===== src/rtl/search_frontier_priority_queue_core_assert.svh =====
// assertion macros for the search frontier queue
`ifndef SEARCH_FRONTIER_PRIORITY_QUEUE_CORE_ASSERT_SVH
`define SEARCH_FRONTIER_PRIORITY_QUEUE_CORE_ASSERT_SVH

`ifndef NO_ASSERTIONS
`define SFPQ_ASSERT_CLK(label, prop, msg) \
  label: assert property (@(posedge clk) disable iff (rst) prop) else $error(msg);
`define SFPQ_ASSERT_NEXT(label, pre, post, msg) \
  label: assert property (@(posedge clk) disable iff (rst) pre |=> post) else $error(msg);
`else
`define SFPQ_ASSERT_CLK(label, prop, msg)
`define SFPQ_ASSERT_NEXT(label, pre, post, msg)
`endif

`endif


===== src/rtl/sfpq_pkg.sv =====
`default_nettype none
package sfpq_pkg;

  localparam int unsigned TAG_W      = 16;
  localparam int unsigned KEY_PORT_W = 16;
  localparam int unsigned STATUS_W   = 2;
  localparam int unsigned COUNT_W    = 7;

  localparam logic MODE_INSERT = 1'b0;
  localparam logic MODE_REMOVE = 1'b1;

  localparam logic [1:0] ORDER_FIFO  = 2'd0;
  localparam logic [1:0] ORDER_HEUR  = 2'd1;
  localparam logic [1:0] ORDER_ASTAR = 2'd2;

  localparam logic [STATUS_W-1:0] STATUS_OK    = 2'd0;
  localparam logic [STATUS_W-1:0] STATUS_EMPTY = 2'd1;
  localparam logic [STATUS_W-1:0] STATUS_FULL  = 2'd2;

  // per-cycle control broadcast along the cell row
  typedef struct packed {
    logic       ins;
    logic       rem;
    logic [1:0] order;
  } sfpq_ctrl_t;

endpackage
`default_nettype wire


===== src/rtl/sfpq_cell.sv =====
`default_nettype none
module sfpq_cell #(
  parameter int KW = 16
) (
  input  wire                          clk,
  input  wire                          rst,
  input  wire sfpq_pkg::sfpq_ctrl_t    ctrl,
  input  wire [sfpq_pkg::TAG_W-1:0]    new_tag,
  input  wire [KW-1:0]                 new_h,
  input  wire [KW-1:0]                 new_g,
  input  wire [KW:0]                   new_sum,
  input  wire                          found_in,
  input  wire                          prev_valid,
  input  wire [sfpq_pkg::TAG_W-1:0]    prev_tag,
  input  wire [KW-1:0]                 prev_h,
  input  wire [KW-1:0]                 prev_g,
  input  wire                          next_valid,
  input  wire [sfpq_pkg::TAG_W-1:0]    next_tag,
  input  wire [KW-1:0]                 next_h,
  input  wire [KW-1:0]                 next_g,
  output logic                         found_out,
  output logic                         valid,
  output logic [sfpq_pkg::TAG_W-1:0]   tag,
  output logic [KW-1:0]                h,
  output logic [KW-1:0]                g
);

  logic          ahead;
  logic          stop;
  logic [KW:0]   sum;

  assign sum = {1'b0, h} + {1'b0, g};

  always_comb begin
    unique case (ctrl.order)
      sfpq_pkg::ORDER_HEUR: begin
        ahead = valid && (h > new_h);
      end
      sfpq_pkg::ORDER_ASTAR: begin
        ahead = valid && ((sum > new_sum) || ((sum == new_sum) && (g <= new_g)));
      end
      default: begin
        ahead = 1'b0;
      end
    endcase
  end

  // first cell that is ahead-of or empty takes the new entry
  assign stop      = ahead || !valid;
  assign found_out = found_in || stop;

  always_ff @(posedge clk) begin
    if (rst) begin
      valid <= 1'b0;
    end else if (ctrl.ins) begin
      if (found_in) begin
        valid <= prev_valid;
      end else if (stop) begin
        valid <= 1'b1;
      end
    end else if (ctrl.rem) begin
      valid <= next_valid;
    end
  end

  always_ff @(posedge clk) begin
    if (ctrl.ins) begin
      if (found_in) begin
        tag <= prev_tag;
        h   <= prev_h;
        g   <= prev_g;
      end else if (stop) begin
        tag <= new_tag;
        h   <= new_h;
        g   <= new_g;
      end
    end else if (ctrl.rem) begin
      tag <= next_tag;
      h   <= next_h;
      g   <= next_g;
    end
  end

endmodule
`default_nettype wire


===== config.mk =====
export PLATFORM = sky130hd
export DESIGN_NAME = sfpq_cell
export DESIGN_NICKNAME = d
export VERILOG_FILES = /design/src/rtl/search_frontier_priority_queue_core_assert.svh /design/src/rtl/sfpq_pkg.sv /design/src/rtl/sfpq_cell.sv
export SDC_FILE = /design/constraint.sdc
export NUM_CORES = 1
export LEC_CHECK = 0
export BUFFER_PORTS_ARGS = -buffer_cell sky130_fd_sc_hd__buf_2
export CAP_MARGIN = 20
export CORE_MARGIN = 4
export CORE_UTILIZATION = 48
export CTS_BUF_LIST = sky130_fd_sc_hd__clkbuf_2
export DETAILED_ROUTE_END_ITERATION = 10
export PLACE_DENSITY = 0.87
export SYNTH_ARGS = -nofsm -noshare
export SYNTH_HDL_FRONTEND = slang
export SYNTH_SLANG_ARGS = --single-unit

===== constraint.sdc =====
create_clock -name clk -period 4.5 [get_ports clk]
set_input_delay 0.9 -clock clk [delete_from_list [all_inputs] [get_ports clk]]
set_output_delay 0.9 -clock clk [all_outputs]
set_load 0.03 [all_outputs]

==> metrics <==
status finished, violations left; failing checks setup timing; Hold-fix buffers, CTS 0; Syn. warnings 0; crit end category output port; DP Area between 5000 and 6000 µm²; CTS Sinks just under 50; RSZ-0062 raised after global routing yes; xor and xnor area share after synthesis under 10%; Synth Flop Type edfxtp_1; CTS Buffer Depth 2; fin crit share 110%; initial antenna violation count 0; crit path time final a little under 5000 ps; # setup viols final 1; Simple-Gate Fraction of Synth Area between 10% and 20%; ys async rst share 0%; Required @ worst endpoint between 3000 and 4000 ps; DR iter-0 viols around 260; Area growth, synth to finish 35.9%; kind of critical path flop to output port; Worst Hold Slack roughly 580 ps; Detailed Place HPWL about 12000 µm; Tightest Hold Check Type primary input to flop; WP data arrival between 4000 and 5000 ps; synthesized flop and latch total 49; syn_area_per_cell ~9.1 µm²; most used cell, CP a21oi_2; crit start category flop; synthesized instance count approximately 490; cts bufs inserted 5; root buffer cell clkbuf_2; # DRC 0; fin nets 957; setup TNS -469 ps; MaxCap Viol Count 0; wire length per cell approximately 18 µm; Clock Skews about 12 ps; Port Buffers around 220; largest family of logic cells by synthesized area adder cells; vias in the first global route ~4600; sequential cell area fraction in the yosys report 33.0%; PD cells ~290 nW/µm²; Die Wd around 100 µm; IO Pins 220; Yosys cell types 42; Compound-Gate Fraction of Synth Area between 15 and 20%; core box area between 8000 and 9000 µm²; Die Y-Extent ~100 µm; crit-path cells ha_2, buf_6, a211oi_4, o211ai_1, a211oi_2, a21oi_2, a41o_1, a21oi_2, xnor2_1, ha_1, nand4_1, or3_4, a21oi_2, nor3_2, o311ai_4, buf_6; htree depth 2; CP delay by family, top compound AO/OA/AOI/OAI gates; Slew HR ~38%; slowest stage delay, CP roughly 480 ps; Achievable Freq 201 MHz; Post-DRT Antenna Nets 0; worst-skew pair later-pin latency 440 ps; first-pass GRT wire length 22400 µm; Initial DRT Pass Iterations 5; crit path max-delay cell type edfxtp_1; dpl ws -157 ps; worst-path fanout max 3; max-slew violation count 0; number of synthesized flops with an enable pin between 40 and 50; Peak VDD IR between 0.15 and 0.2 mV; Via density approximately 5.6; die area 10800 µm²; CTS tree done; GRT overflow 0; std cell rows 34; finished layout cell area between 6000 and 7000 µm²; WP buf/inv 2; Via Count between 4000 and 5000; final RePlAce weighted congestion approximately 0.85; synthesized area 4430 µm²; syn_nets roughly 720; Worst-path clk slew around 260 ps; All-Layer GR Usage roughly a quarter; Worst-Margin Slew ~940 ps; starting density of the core 50.1%; setup ws final -469 ps; total wire length between 10000 and 15000 µm; Post-Synth Adder-Cell Area between 10% and 20%; layout cells sized above 1 between 30 and 40%; Fin. Hold Viols 0; Leak ~3.1 nW; multiplexer area fraction after synthesis between 10% and 20%; pin count of the biggest net entering global routing 100
-- synthesized netlist by cell type (2+ instances only) --
| master | n | area share (%) |
|---|---|---|
| nand3_1 | 2 | 0.23 |
| ha_1 | 66 | 19 |
| xnor2_1 | 12 | 2.4 |
| mux2i_1 | 48 | 11 |
| nand2_1 | 14 | 1.2 |
| nor3_1 | 3 | 0.34 |
| clkbuf_1 | 8 | 0.68 |
| inv_1 | 60 | 5.1 |
| and4_1 | 2 | 0.40 |
| a21oi_1 | 77 | 8.7 |
| nor2_1 | 63 | 5.3 |
| a211oi_2 | 2 | 0.56 |
| o21ai_1 | 2 | 0.23 |
| o21ai_0 | 10 | 1.1 |
| o22ai_1 | 2 | 0.28 |
| a211oi_1 | 3 | 0.51 |
| buf_2 | 2 | 0.23 |
| nor2b_1 | 10 | 1.4 |
| o211ai_1 | 6 | 1.0 |
| edfxtp_1 | 48 | 33 |
| a31oi_1 | 2 | 0.28 |
| nand4_1 | 9 | 1.3 |
| o21a_1 | 4 | 0.68 |
| buf_1 | 7 | 0.59 |
| a21o_1 | 6 | 1.0 |
-- worst register-to-register path, stage by stage (launching register included) --
cell and delay, ps:
edfxtp_1 480, ha_2 240, buf_6 130, a211oi_4 210
o211ai_1 170, a211oi_2 290, a21oi_2 140, a41o_1 210
a21oi_2 140, xnor2_1 90, ha_1 310, nand4_1 120
or3_4 430, o41ai_2 330, o311ai_4 150, mux2_4 320
buf_12 180
-- flip-flops by register name (all words and copies together), names as in the netlist --
register and flops:
h 16, g 16, valid 1, tag 16
-- logic make-up after synthesis --
group           count (synthesis)
compound gates                123
xor+xnor                       13
fa+ha+maj                      67
buf+inv                        77
flops                          49
mux                            50
simple gates                  106
-- stage by stage --
step | total power [mW] | util (%) | std cells
6_report | 1.73 | 68.1 | 830
5_1_grt | 1.83 | 68.0 | 829
4_1_cts | 1.68 | 66.9 | 826
3_5_place_dp | 1.41 | 65.4 | 815
3_3_place_gp | 1.37 | 65.4 | 815
2_1_floorplan | 1.12 | - | 485
-- final timing paths --
check                           startpoint   endpoint  slack, ps  cells after the start
worst min register to register       valid      valid        890                      3
worst min-delay path                   rst      valid        580                      2
worst max-delay path                  g[0]  found_out       -470                     16
worst max register to register        g[0]      g[11]        340                     16
-- cell type report --
type / count / area, µm²
well taps: 108 / 135
flip-flops and latches: 49 / 1460
repair buffers: 245 / 1330
clock inverters: 2 / 38.8
fillers: 670 / 2830
diodes: 1 / 2.50
inverters: 60 / 225
clock buffers: 6 / 30.0
multi-input cells: 359 / 2800
-- what timing repair did --
item                                    4_1_cts  5_1_grt
setup buffers                                 3        3
pin swaps                                    19       23
gates cloned                                  0        0
resized for setup                            13       15
endpoints found under the setup margin        1       49
-- layer usage --
metal	vias up	GRT usage (%)	part of all wire, %
li1	2204	-	-
met1	2150	29.2	38
met2	234	47.2	52
met3	35	5.15	7.7
met4	0	7.69	2.9
met5	-	0	0
-- where the power goes --
part | total (mW) | leakage [nW] | switching, mW | internal (mW)
registers | 0.594 | 0.483 | 0.0343 | 0.560
clock network | 0.253 | 0.0432 | 0.155 | 0.0975
logic | 0.881 | 2.57 | 0.497 | 0.384
-- layout by cell type, fill, tap and decap left out, types with 6 or more instances in the layout --
cell      count
buf_2       217
a21oi_1      72
ha_1         63
nor2_1       62
inv_1        59
mux2i_1      48
edfxtp_1     48
buf_4        24
nand2_1      14
xnor2_1      12
nor2b_1      10
nand4_1       9
o21ai_0       7
o211ai_1      6
a21o_1        6
clkbuf_2      6
Power figures use the tool's default switching activity.
